## src/rtl/cgen_pkg.sv

```systemverilog
// ----------------------------------------------------------------------------
// cgen_pkg: shared definitions for the midpoint circle generator
// Widths, opcodes, decision constants and the step record that travels from
// the front end to the point emitter.
// ----------------------------------------------------------------------------
package cgen_pkg;

    // Coordinate width of the radius; points carry one more bit for the sign.
    localparam int COORD_BITS = 10;
    localparam int CW         = COORD_BITS + 1;
    localparam int DW         = COORD_BITS + 4;

    // Input opcodes.
    localparam logic OP_START   = 1'b0;
    localparam logic OP_ADVANCE = 1'b1;

    // Midpoint decision constants.
    localparam int DEC_INIT    = 3;
    localparam int DEC_NEG_INC = 6;
    localparam int DEC_POS_INC = 10;

    // Points emitted per step and the width of the point counter.
    localparam int POINTS       = 8;
    localparam int PHASE_W      = $clog2(POINTS);
    localparam logic [PHASE_W-1:0] PHASE_LAST = PHASE_W'(POINTS - 1);

    // Step queue between the front end and the emitter.
    localparam int FIFO_DEPTH = 4;
    localparam int FIFO_AW    = $clog2(FIFO_DEPTH);

    // One step to carry out: the octant point, the end flag, or an idle beat.
    typedef struct packed {
        logic signed [CW-1:0] x;
        logic signed [CW-1:0] y;
        logic                 done;
        logic                 idle;
    } step_rec_t;

    // Step queue status seen by both sides.
    typedef struct packed {
        logic full;
        logic empty;
    } fifo_stat_t;

endpackage

```

## src/rtl/cgen_fifo.sv

```systemverilog
// ----------------------------------------------------------------------------
// cgen_fifo: step record queue
// A short first-in first-out store that lets the front end run ahead of the
// point emitter.
// ----------------------------------------------------------------------------
module cgen_fifo
(
    input  logic                  clk,
    input  logic                  rst_n,
    input  logic                  wr_en,
    input  cgen_pkg::step_rec_t   wr_data,
    input  logic                  rd_en,
    output cgen_pkg::step_rec_t   rd_data,
    output cgen_pkg::fifo_stat_t  stat
);

    cgen_pkg::step_rec_t mem [cgen_pkg::FIFO_DEPTH];

    logic [cgen_pkg::FIFO_AW-1:0] wr_ptr_reg;
    logic [cgen_pkg::FIFO_AW-1:0] rd_ptr_reg;
    logic [cgen_pkg::FIFO_AW:0]   count_reg;
    logic [cgen_pkg::FIFO_AW-1:0] wr_ptr_next;
    logic [cgen_pkg::FIFO_AW-1:0] rd_ptr_next;
    logic [cgen_pkg::FIFO_AW:0]   count_next;
    logic                         do_wr;
    logic                         do_rd;

    // Status and guarded strobes.
    assign stat.full  = (count_reg == (cgen_pkg::FIFO_AW + 1)'(cgen_pkg::FIFO_DEPTH));
    assign stat.empty = (count_reg == '0);
    assign do_wr      = wr_en && !stat.full;
    assign do_rd      = rd_en && !stat.empty;
    assign rd_data    = mem[rd_ptr_reg];

    // Pointer and count update.
    always_comb
    begin
        wr_ptr_next = do_wr ? wr_ptr_reg + 1'b1 : wr_ptr_reg;
        rd_ptr_next = do_rd ? rd_ptr_reg + 1'b1 : rd_ptr_reg;
        count_next  = count_reg;
        if (do_wr && !do_rd)
        begin
            count_next = count_reg + 1'b1;
        end
        else if (do_rd && !do_wr)
        begin
            count_next = count_reg - 1'b1;
        end
    end

    always_ff @(posedge clk or negedge rst_n)
    begin
        if (!rst_n)
        begin
            wr_ptr_reg <= '0;
            rd_ptr_reg <= '0;
            count_reg  <= '0;
        end
        else
        begin
            wr_ptr_reg <= wr_ptr_next;
            rd_ptr_reg <= rd_ptr_next;
            count_reg  <= count_next;
        end
    end

    // Storage write.
    always_ff @(posedge clk)
    begin
        if (do_wr)
        begin
            mem[wr_ptr_reg] <= wr_data;
        end
    end

endmodule

```

## src/rtl/cgen_front.sv

```systemverilog
// ----------------------------------------------------------------------------
// cgen_front: command front end
// Takes start and advance beats, keeps the octant position and the midpoint
// decision, and queues one step record for every advance.
// ----------------------------------------------------------------------------
module cgen_front
(
    input  logic                               clk,
    input  logic                               rst_n,
    input  logic                               accept,
    input  logic                               opcode,
    input  logic [cgen_pkg::COORD_BITS-1:0]    radius,
    output logic                               step_push,
    output cgen_pkg::step_rec_t                step_rec
);

    logic signed [cgen_pkg::CW-1:0] x_reg;
    logic signed [cgen_pkg::CW-1:0] y_reg;
    logic signed [cgen_pkg::DW-1:0] dec_reg;
    logic                           running_reg;
    logic signed [cgen_pkg::CW-1:0] x_next;
    logic signed [cgen_pkg::CW-1:0] y_next;
    logic signed [cgen_pkg::DW-1:0] dec_next;
    logic                           running_next;

    logic signed [cgen_pkg::CW-1:0] x_step;
    logic signed [cgen_pkg::CW-1:0] y_step;
    logic signed [cgen_pkg::DW-1:0] dec_step;
    logic signed [cgen_pkg::DW-1:0] x_dw;
    logic signed [cgen_pkg::DW-1:0] diff_dw;
    logic signed [cgen_pkg::DW-1:0] r_dw;
    logic                           done_step;

    // Midpoint update for one step from the current octant point.
    always_comb
    begin
        x_dw    = cgen_pkg::DW'(x_reg);
        diff_dw = cgen_pkg::DW'(x_reg) - cgen_pkg::DW'(y_reg);
        r_dw    = signed'(cgen_pkg::DW'(radius));
        x_step  = x_reg + cgen_pkg::CW'(1);
        if (dec_reg[cgen_pkg::DW-1])
        begin
            dec_step = dec_reg + (x_dw <<< 2) + cgen_pkg::DW'(cgen_pkg::DEC_NEG_INC);
            y_step   = y_reg;
        end
        else
        begin
            dec_step = dec_reg + (diff_dw <<< 2) + cgen_pkg::DW'(cgen_pkg::DEC_POS_INC);
            y_step   = y_reg - cgen_pkg::CW'(1);
        end
        done_step = (x_step > y_step);
    end

    // Step record and state update for the accepted beat.
    always_comb
    begin
        x_next        = x_reg;
        y_next        = y_reg;
        dec_next      = dec_reg;
        running_next  = running_reg;
        step_push     = 1'b0;
        step_rec.x    = x_reg;
        step_rec.y    = y_reg;
        step_rec.done = done_step;
        step_rec.idle = !running_reg;
        if (accept)
        begin
            if (opcode == cgen_pkg::OP_START)
            begin
                x_next       = '0;
                y_next       = signed'(cgen_pkg::CW'(radius));
                dec_next     = cgen_pkg::DW'(cgen_pkg::DEC_INIT) - (r_dw <<< 1);
                running_next = 1'b1;
            end
            else
            begin
                step_push = 1'b1;
                if (running_reg)
                begin
                    x_next       = x_step;
                    y_next       = y_step;
                    dec_next     = dec_step;
                    running_next = !done_step;
                end
            end
        end
    end

    always_ff @(posedge clk or negedge rst_n)
    begin
        if (!rst_n)
        begin
            x_reg       <= '0;
            y_reg       <= '0;
            dec_reg     <= '0;
            running_reg <= 1'b0;
        end
        else
        begin
            x_reg       <= x_next;
            y_reg       <= y_next;
            dec_reg     <= dec_next;
            running_reg <= running_next;
        end
    end

endmodule

```

## src/rtl/cgen_back.sv

```systemverilog
// ----------------------------------------------------------------------------
// cgen_back: point emitter
// Walks the eight symmetric points of a step (one origin point if idle) into
// an output register, one per cycle when not stalled; pops the step with its last point.
// ----------------------------------------------------------------------------
module cgen_back
(
    input  logic                            clk,
    input  logic                            rst_n,
    input  cgen_pkg::step_rec_t             head,
    input  logic                            head_empty,
    output logic                            head_pop,
    input  logic                            pop,
    output logic                            empty,
    output logic signed [cgen_pkg::CW-1:0]  point_x,
    output logic signed [cgen_pkg::CW-1:0]  point_y,
    output logic                            last_of_run,
    output logic                            circle_done,
    output logic                            idle_result
);

    logic [cgen_pkg::PHASE_W-1:0]   phase_reg;
    logic [cgen_pkg::PHASE_W-1:0]   phase_next;
    logic                           valid_reg;
    logic                           valid_next;
    logic signed [cgen_pkg::CW-1:0] px_reg;
    logic signed [cgen_pkg::CW-1:0] py_reg;
    logic                           last_reg;
    logic                           done_reg;
    logic                           idle_reg;

    logic                           advance;
    logic                           load;
    logic                           last_pt;
    logic signed [cgen_pkg::CW-1:0] px_sel;
    logic signed [cgen_pkg::CW-1:0] py_sel;

    // The output register takes a new point when it is free or being drained.
    assign advance  = !valid_reg || pop;
    assign load     = advance && !head_empty;
    assign last_pt  = head.idle || (phase_reg == cgen_pkg::PHASE_LAST);
    assign head_pop = load && last_pt;

    // Symmetric point for the current phase.
    always_comb
    begin
        case (phase_reg)
            3'd0:    begin px_sel =  head.x; py_sel =  head.y; end
            3'd1:    begin px_sel =  head.y; py_sel =  head.x; end
            3'd2:    begin px_sel = -head.x; py_sel =  head.y; end
            3'd3:    begin px_sel = -head.y; py_sel =  head.x; end
            3'd4:    begin px_sel =  head.x; py_sel = -head.y; end
            3'd5:    begin px_sel =  head.y; py_sel = -head.x; end
            3'd6:    begin px_sel = -head.x; py_sel = -head.y; end
            default: begin px_sel = -head.y; py_sel = -head.x; end
        endcase
        if (head.idle)
        begin
            px_sel = '0;
            py_sel = '0;
        end
    end

    // Phase counter and output valid.
    always_comb
    begin
        phase_next = phase_reg;
        valid_next = valid_reg;
        if (advance)
        begin
            valid_next = !head_empty;
        end
        if (load)
        begin
            phase_next = last_pt ? '0 : phase_reg + 1'b1;
        end
    end

    always_ff @(posedge clk or negedge rst_n)
    begin
        if (!rst_n)
        begin
            phase_reg <= '0;
            valid_reg <= 1'b0;
        end
        else
        begin
            phase_reg <= phase_next;
            valid_reg <= valid_next;
        end
    end

    // Output payload register.
    always_ff @(posedge clk)
    begin
        if (load)
        begin
            px_reg   <= px_sel;
            py_reg   <= py_sel;
            last_reg <= last_pt;
            done_reg <= !head.idle && last_pt && head.done;
            idle_reg <= head.idle;
        end
    end

    assign empty       = !valid_reg;
    assign point_x     = px_reg;
    assign point_y     = py_reg;
    assign last_of_run = last_reg;
    assign circle_done = done_reg;
    assign idle_result = idle_reg;

endmodule

```

## src/rtl/midpoint_circle_generator_core.sv

```systemverilog
// ----------------------------------------------------------------------------
// midpoint_circle_generator_core: midpoint circle rasterizer
// Start beats load a radius; advance beats yield the eight symmetric points of
// one octant step, or one idle beat when no circle is running.
// ----------------------------------------------------------------------------
//  Channel   Handshake        Payload
//  input     push / full      opcode, radius
//  result    empty / pop      point_x, point_y, last_of_run, circle_done,
//                             idle_result
//
// Each advance beat has the front end queue a step record in a four-entry
// queue; a start beat queues none. The emitter sends one point per cycle while
// pop keeps up, so an advance yields eight results (one for an idle beat).
// full rises only when the step queue is full, so input keeps flowing while
// results wait. Reset clears the octant state, the queue and the output valid.
// ----------------------------------------------------------------------------
module midpoint_circle_generator_core
(
    input  logic                                clk,
    input  logic                                rst_n,
    input  logic                                push,
    output logic                                full,
    input  logic                                opcode,
    input  logic [cgen_pkg::COORD_BITS-1:0]     radius,
    output logic                                empty,
    input  logic                                pop,
    output logic signed [cgen_pkg::CW-1:0]      point_x,
    output logic signed [cgen_pkg::CW-1:0]      point_y,
    output logic                                last_of_run,
    output logic                                circle_done,
    output logic                                idle_result
);

    cgen_pkg::fifo_stat_t fifo_stat;
    cgen_pkg::step_rec_t  push_rec;
    cgen_pkg::step_rec_t  head_rec;
    logic                 fifo_push;
    logic                 fifo_pop;
    logic                 accept;

    assign full   = fifo_stat.full;
    assign accept = push && !fifo_stat.full;

    // Command front end.
    cgen_front u_front
    (
        .clk       (clk),
        .rst_n     (rst_n),
        .accept    (accept),
        .opcode    (opcode),
        .radius    (radius),
        .step_push (fifo_push),
        .step_rec  (push_rec)
    );

    // Step queue.
    cgen_fifo u_fifo
    (
        .clk     (clk),
        .rst_n   (rst_n),
        .wr_en   (fifo_push),
        .wr_data (push_rec),
        .rd_en   (fifo_pop),
        .rd_data (head_rec),
        .stat    (fifo_stat)
    );

    // Point emitter.
    cgen_back u_back
    (
        .clk         (clk),
        .rst_n       (rst_n),
        .head        (head_rec),
        .head_empty  (fifo_stat.empty),
        .head_pop    (fifo_pop),
        .pop         (pop),
        .empty       (empty),
        .point_x     (point_x),
        .point_y     (point_y),
        .last_of_run (last_of_run),
        .circle_done (circle_done),
        .idle_result (idle_result)
    );

`ifndef SYNTHESIS
    // The front end never queues a step into a full queue.
    assert property (@(posedge clk) disable iff (!rst_n)
        !(fifo_push && fifo_stat.full))
        else $error("step record queued while the step queue is full");

    // Circle end is only flagged on the closing point of a step.
    assert property (@(posedge clk) disable iff (!rst_n)
        (!empty && circle_done) |-> (last_of_run && !idle_result))
        else $error("circle_done outside the last point of a step");

    // An idle beat is a single-beat run at the origin.
    assert property (@(posedge clk) disable iff (!rst_n)
        (!empty && idle_result) |-> (last_of_run && point_x == 0 && point_y == 0))
        else $error("malformed idle result");

    // A point that follows a non-final point belongs to the same step.
    assert property (@(posedge clk) disable iff (!rst_n)
        (!empty && pop && !last_of_run) |=> (!empty && !idle_result))
        else $error("step broken before its last point");
`endif

endmodule
```

## config.mk

```make
export PLATFORM = sky130hd
export DESIGN_NAME = midpoint_circle_generator_core
export DESIGN_NICKNAME = d
export VERILOG_FILES = /design/src/rtl/cgen_pkg.sv /design/src/rtl/cgen_fifo.sv /design/src/rtl/cgen_front.sv /design/src/rtl/cgen_back.sv /design/src/rtl/midpoint_circle_generator_core.sv
export SDC_FILE = /design/constraint.sdc
export NUM_CORES = 1
export LEC_CHECK = 0
export BUFFER_PORTS_ARGS = -buffer_cell sky130_fd_sc_hd__buf_2
export CAP_MARGIN = 20
export CORE_MARGIN = 4
export CORE_UTILIZATION = 30
export CTS_BUF_LIST = sky130_fd_sc_hd__clkbuf_16
export DETAILED_ROUTE_END_ITERATION = 12
export GPL_TIMING_DRIVEN = 1
export PLACE_DENSITY = 0.55
export REMOVE_ABC_BUFFERS = 1
export SLEW_MARGIN = 40
export SYNTH_ARGS = -nofsm -noshare
export SYNTH_HDL_FRONTEND = slang
export SYNTH_SLANG_ARGS = --single-unit
```

## constraint.sdc

```tcl
create_clock -name clk -period 4 [get_ports clk]
set_input_delay 0.8 -clock clk [delete_from_list [all_inputs] [get_ports clk]]
set_output_delay 0.8 -clock clk [all_outputs]
set_load 0.02 [all_outputs]
```

; After elaboration in Yosys (flattened, before gate mapping)
; Memories as Yosys holds them, arrays and structs flattened.
; Cells that the tools add are included.
[totals]
mem_bits_ro = 0
in_bits = 15
ram_bits = 96
latchBits = 0
output_inout_bits = 27
memories = 1
regBits = 73
[op_classes]
n_mul = 0
mux = 19
div = 0
bitwise = 0
n_shift = 0
reduce_logical = 29
order_cmp = 1
addsub = 15
n_eq_ne = 9
[memory_table]
columns = name, depth, width, read_ports, rd_ports_with_merged_regs, write_ports, line_no
row1 = u_fifo.mem, 4, 24, 1, 0, 1, cgen_fifo.sv:17  ; cgen_pkg::step_rec_t mem [cgen_pkg::FIFO_DEPTH];
[op_table]
columns = cell, count
row1 = case mux 11 bit (3 select lines), 2
row2 = 2-to-1 mux 11 bit, 5
row3 = 2-to-1 mux 14 bit, 3
row4 = negator 11 bit, 2
row5 = == test 3 bit (second input constant), 5
row6 = adder 14 x 13 -> 14 bit, 1
row7 = adder 14 bit, 1
row8 = adder 14 x 4 -> 14 bit (second input constant), 1
row9 = adder 14 x 5 -> 14 bit (second input constant), 1
row10 = OR reduction 2 bit, 6
row11 = subtractor 11 x 11 -> 12 bit, 1
row12 = subtractor 2 x 11 -> 12 bit (first input constant), 1
row13 = adder 11 x 2 -> 11 bit (second input constant), 1
row14 = > comparator 11 bit, 1
row15 = subtractor 11 x 2 -> 11 bit (second input constant), 1
row16 = logical AND 1 bit, 9
row17 = 2-to-1 mux 3 bit, 3
row18 = zero test 1 bit, 8
row19 = adder 3 x 1 -> 3 bit (second input constant), 2
row20 = == test 3 x 2 -> 1 bit (second input constant), 2
row21 = zero test 3 bit, 2
row22 = 2-to-1 mux 1 bit, 6
row23 = adder 2 x 1 -> 2 bit (second input constant), 2
row24 = == test 3 x 1 -> 1 bit (second input constant), 1
row25 = 5 further kinds, 6

; Logic depth before layout (Yosys ltp)
[logic_depth]
ltp_word = 9
depth_mapped = 19

; Hierarchy
; Synthesis repeated with hierarchy kept, for this count alone.
[hier_totals]
cells_unflattened = 915
area_unflattened_um2 = 10432.5
[by_module_without_submodules]
columns = module, area_per_inst_um2, cells_each, instances
row1 = cgen_front, 4191.5, 503, 1
row2 = cgen_fifo, 3905.0, 163, 1
row3 = cgen_back, 2322.2, 248, 1
row4 = midpoint_circle_generator_core, 13.8, 1, 1

; Worst setup path after synthesis
; OpenSTA, ideal clock, no wires.
[synth_path]
path_kind = input to register
startpoint = in pop
endpoint = reg u_fifo.count_reg[1] (netlist name)
required_time_ns = 3.875
path_slack_ns = 0.256
setup_ns = 0.125
cell_stages = 7
n_path_buf = 0
arrival_time_ns = 3.620
cell_sequence = inv_1 a21oi_1 nand2_1 ha_1 inv_1 fa_1 mux2_2
[synth_between]
elab_chain_cells = 7
elab_cells_between_ends = 9
cone_classes = mux (1) / reduce/logical (8)
[synth_lines]
columns = item, line_no
row1 = from (decl), midpoint_circle_generator_core.sv:26  ; input logic pop,
row2 = logical OR 1 bit, cgen_back.sv:39  ; assign advance = !valid_reg || pop;
row3 = logical AND 1 bit, cgen_back.sv:40  ; assign load = advance && !head_empty;
row4 = named net u_back.load, cgen_back.sv:33  ; logic load;
row5 = logical AND 1 bit, cgen_back.sv:42  ; assign head_pop = load && last_pt;
row6 = logical AND 1 bit, cgen_fifo.sv:32  ; assign do_rd = rd_en && !stat.empty;
row7 = zero test 1 bit, cgen_fifo.sv:41  ; if (do_wr && !do_rd)
row8 = logical AND 1 bit, cgen_fifo.sv:41
row9 = 2-to-1 mux 3 bit, cgen_fifo.sv:41
row10 = "named net u_fifo.count_next, one bit", cgen_fifo.sv:24  ; logic [cgen_pkg::FIFO_AW:0] count_next;
row11 = to (signal assigned), cgen_fifo.sv:63  ; count_reg <= count_next;
row12 = to (decl), cgen_fifo.sv:21  ; logic [cgen_pkg::FIFO_AW:0] count_reg;
; The timed path passes the listed nets, and every way through them passes these cells.
; A chain may end at the register's enable or synchronous reset.

; Final worst setup path
[layout_path]
startpoint = reg u_front.x_reg[0] (netlist name)
endpoint = reg u_front.dec_reg[13] (netlist name)
[layout_between]
elab_chain_cells = 6
elab_cells_between_ends = 8
cone_classes = add/sub (5) / mux (3)
[layout_lines]
columns = item, line_no
row1 = from (decl), cgen_front.sv:17  ; logic signed [cgen_pkg::CW-1:0] x_reg;
row2 = from (signal assigned), cgen_front.sv:100  ; x_reg <= x_next;
row3 = subtractor 11 x 11 -> 12 bit, cgen_front.sv:38  ; diff_dw = cgen_pkg::DW'(x_reg) - cgen_pkg::DW'(y_reg);
row4 = adder 14 bit, cgen_front.sv:48  ; dec_step = dec_reg + (diff_dw <<< 2) + cgen_pkg::DW'(cgen_pkg::DEC_POS_INC);
row5 = adder 14 x 5 -> 14 bit, cgen_front.sv:48
row6 = 2-to-1 mux 14 bit *, cgen_front.sv:41  ; if (dec_reg[cgen_pkg::DW-1])
row7 = 2-to-1 mux 14 bit *, cgen_front.sv:78  ; if (running_reg)
row8 = 2-to-1 mux 14 bit *, cgen_front.sv:68  ; if (opcode == cgen_pkg::OP_START)
row9 = to (signal assigned), cgen_front.sv:102  ; dec_reg <= dec_next;
row10 = to (decl), cgen_front.sv:19  ; logic signed [cgen_pkg::DW-1:0] dec_reg;
; Every way passes the cells marked *; elsewhere a longest branch is shown, timed or not. The select of a mux whose other input is x is not followed.

==> key figures <==
Floorplan
  • Die height: 191 µm
  • # rows: 66
  • Ports: 42
  • Chip Width: 191 µm
  • Starting density of the core: 30.6%
  • Core Area: 0.0327 mm²
  • Die area: 0.0363 mm²

Yosys
  • Synth Cell Area: 0.00999 mm²
  • Ys flop type: edfxtp_1
  • Mean Syn Cell Area: 11.5 µm²
  • Post-synth EDFFs: 121
  • Syn. warnings: 0
  • Mapped Cells: 869
  • Register area share after synthesis: 48.1%
  • Yosys top cell by area: edfxtp_1
  • Seq cells post-synth: 168
  • Post-synthesis cell type count: 58
  • Synth top area cells: edfxtp_1 (36%), dfrtp_1 (12%), ha_1 (10%)
  • Yosys top cell area share: 36.4%
  • Ys async rst share: 28.0%

Global routing
  • Total GRT Usage: 13.2%
  • Antenna violations before repair: 0
  • Grt ovf: 0
  • Vias in the first global route: 6,926
  • Largest net degree at the start of global routing: 37
  • First-pass GRT wire length: 38,000 µm

Power and ir drop
  • Clk pwr share: 16.7%
  • Switching part of the total: 42.6%
  • Total Power: 9.99 mW
  • Worst vdd ir: 0.640 mV
  • Power share of the sequential group: 27.5%
  • Switching power: 4.25 mW
  • Power Dens Cells: 869 mW/mm²
  • Comb power frac: 55.8%
  • Internal: 5.74 mW
  • Pleak: 4.58 nW

Setup path
  • Worst Path Buf+Inv: 2
  • CP Data Required Time: 4320 ps
  • CP max FO: 4
  • Top Family by Delay on Critical Path: compound AO/OA/AOI/OAI gates
  • CP peak stage delay: 400 ps
  • CP dominant cell by count: ha_1
  • Worst-path cell chain: inv_1, ha_1, inv_1, fa_1, a21o_1, a21oi_2, o21ai_0, a21bo_2, a31o_2, a21oi_1, xnor2_1, ha_1, ha_1, nor2b_1, a311oi_1, o22ai_1, xnor2_1, o21bai_1
  • CP Launch Type: register
  • WP data arrival: 4120 ps
  • Worst setup path start: u_front.x_reg[0]
  • FF-to-FF Start: u_front.x_reg[0]
  • Crit. End Element: register
  • Crit-path slowest cell: fa_1
  • Flop2flop setup slack: 200 ps
  • Crit path kind: register to register

CTS
  • Clk buf depth: 2
  • Root Buffer: clkbuf_16
  • Total CTS buffers: 17
  • CTS hold repair buffers: 0
  • CTS tree: yes
  • # Post-CTS Setup Buffers: 0
  • TritonCTS Sinks: 168
  • Worst-path clk slew: 70 ps
  • Worst skew pair latency: 430 ps
  • # H-tree levels: 4
  • CTS resizes: 0

Timing
  • Max_slew headroom: 46.0%
  • Tcrit/Tclk final: 95.1%
  • Fin Hold WS: 376 ps
  • Final-report setup violation count: 0
  • Slew Limit Fails: 0
  • Peak Freq: 263 MHz
  • Worst slew pin tran: 806 ps
  • Post-route minimum period: 3800 ps
  • Final hold violation count: 0
  • Fin worst setup slack: 196 ps
  • Layout Skew: 10.8 ps

Detailed routing
  • Per-cell routed wire length: 17.1 µm
  • Via density: 4.99
  • DRC: 0
  • DR vias: 6,908
  • Post-DRT Antenna Nets: 0
  • Final wirelength: 23,700 µm
  • Starting DRT DRC Count: 347
  • Drt pass-1 iters: 4

Place
  • Final GP Congestion: 0.866
  • Placement Setup Slack: 147 ps
  • Placed insts: 1,351
  • # port buffers: 41
  • DP HPWL: 17,400 µm

Flow run
  • Max-cap viol count: 0

Cells and area
  • Layout Nets: 1,030
  • Filler cells: 3,269
  • Final cell count without fillers: 1,383
  • Fraction of layout cells with a size suffix above 1: 16.2%
  • Area Overhead vs Synth: 15.1%
  • Max FFs per register: 96
  • Inserted Diodes: 0

Run status
  • Outcome: finished, final reports clean

Hold path
  • Hold/Removal Path Class: input pin to async pin
-- logic make-up after synthesis --
family                   count (synthesis)  synth area share [%]
XOR/XNOR                                85                  7.45
multiplexers                            31                  6.16
AO/OA/AOI/OAI                          212                  14.0
buffers and inverters                   80                  3.19
adder cells (fa/ha/maj)                 87                  11.2
flip-flops                             168                  48.1
AND/OR/NAND/NOR                        206                  9.88
-- Yosys cell counts, drive strengths merged, types with 20 or more instances --
cell / count
a21oi: 54
a221oi: 20
clkbuf: 26
dfrtp: 47
edfxtp: 121
ha: 83
inv: 47
mux4: 24
nand2: 67
nor2: 53
o21ai: 44
xnor2: 61
xor2: 24
-- placed cells by master (no fill, tap or decap), drive strengths merged, types with 17 or more instances in the layout --
master | netlist | routed
dfrtp | 47 | 47
o21ai | 44 | 44
nor2 | 53 | 53
inv | 47 | 55
a21oi | 54 | 54
clkbuf | 26 | 17
xor2 | 24 | 24
buf | 7 | 73
mux4 | 24 | 24
xnor2 | 61 | 61
ha | 83 | 83
a221oi | 20 | 20
edfxtp | 121 | 121
nand2 | 67 | 67
-- path summary, 6_finish.rpt --
kind | depth (start not counted) | end
max in group asynchronous | 2 | u_front.x_reg[3]
min in group clk | 1 | u_fifo.count_reg[2]
worst max-delay path | 18 | u_front.dec_reg[13]
worst min-delay path | 1 | u_front.x_reg[9]
worst max register to register | 18 | u_front.dec_reg[13]
worst min register to register | 1 | u_fifo.count_reg[2]
-- worst reg2reg max path: stages (launching register included) --
cell      delay [ps]
dfrtp_1          380
inv_1             80
ha_1             180
inv_1             60
fa_1             400
a21o_1           190
a21oi_2          140
o21ai_0          120
a21bo_2          250
a31o_2           240
a21oi_1          170
xnor2_1          140
ha_1             250
ha_1             350
nor2b_1          150
a311oi_1         240
o22ai_1          140
xnor2_1          170
o21bai_1          70
-- per-layer routing --
layer,global-route usage [%],vias to the layer above,wire [µm]
li1,-,3388,-
met1,18.6,3374,11500
met2,21.4,130,11000
met3,2.20,16,874
met4,3.26,0,276
met5,0,-,0
-- power groups by stage --
stage	clock network [mW]	registers (mW)	logic, mW
2_1_floorplan	0	3.00	3.86
3_3_place_gp	0	2.78	5.48
3_5_place_dp	0	2.79	5.51
4_1_cts	1.71	2.75	5.55
5_1_grt	1.79	2.80	6.28
6_report	1.67	2.74	5.58
-- through the flow --
| step | area (µm²) | TNS (ps) | util [%] |
|---|---|---|---|
| finish | 11500 | 0 | 35.2 |
| global route | 11500 | -23.6 | 35.2 |
| CTS | 11500 | 0 | 35.1 |
| floorplan | 9850 | 0 | - |
| global placement | 10900 | 0 | 33.3 |
| detailed placement | 10900 | 0 | 33.3 |
-- layout make-up --
class	instances	area (µm²)	share of cell area, %
repair buffers	73	460	4.00
clock inverters	15	176	1.53
inverters	47	176	1.53
flip-flops and latches	168	4810	41.8
clock buffers	17	425	3.70
multi-input cells	621	4900	42.6
well taps	442	553	4.81
Note: power is estimated with default switching activity, not from simulation.
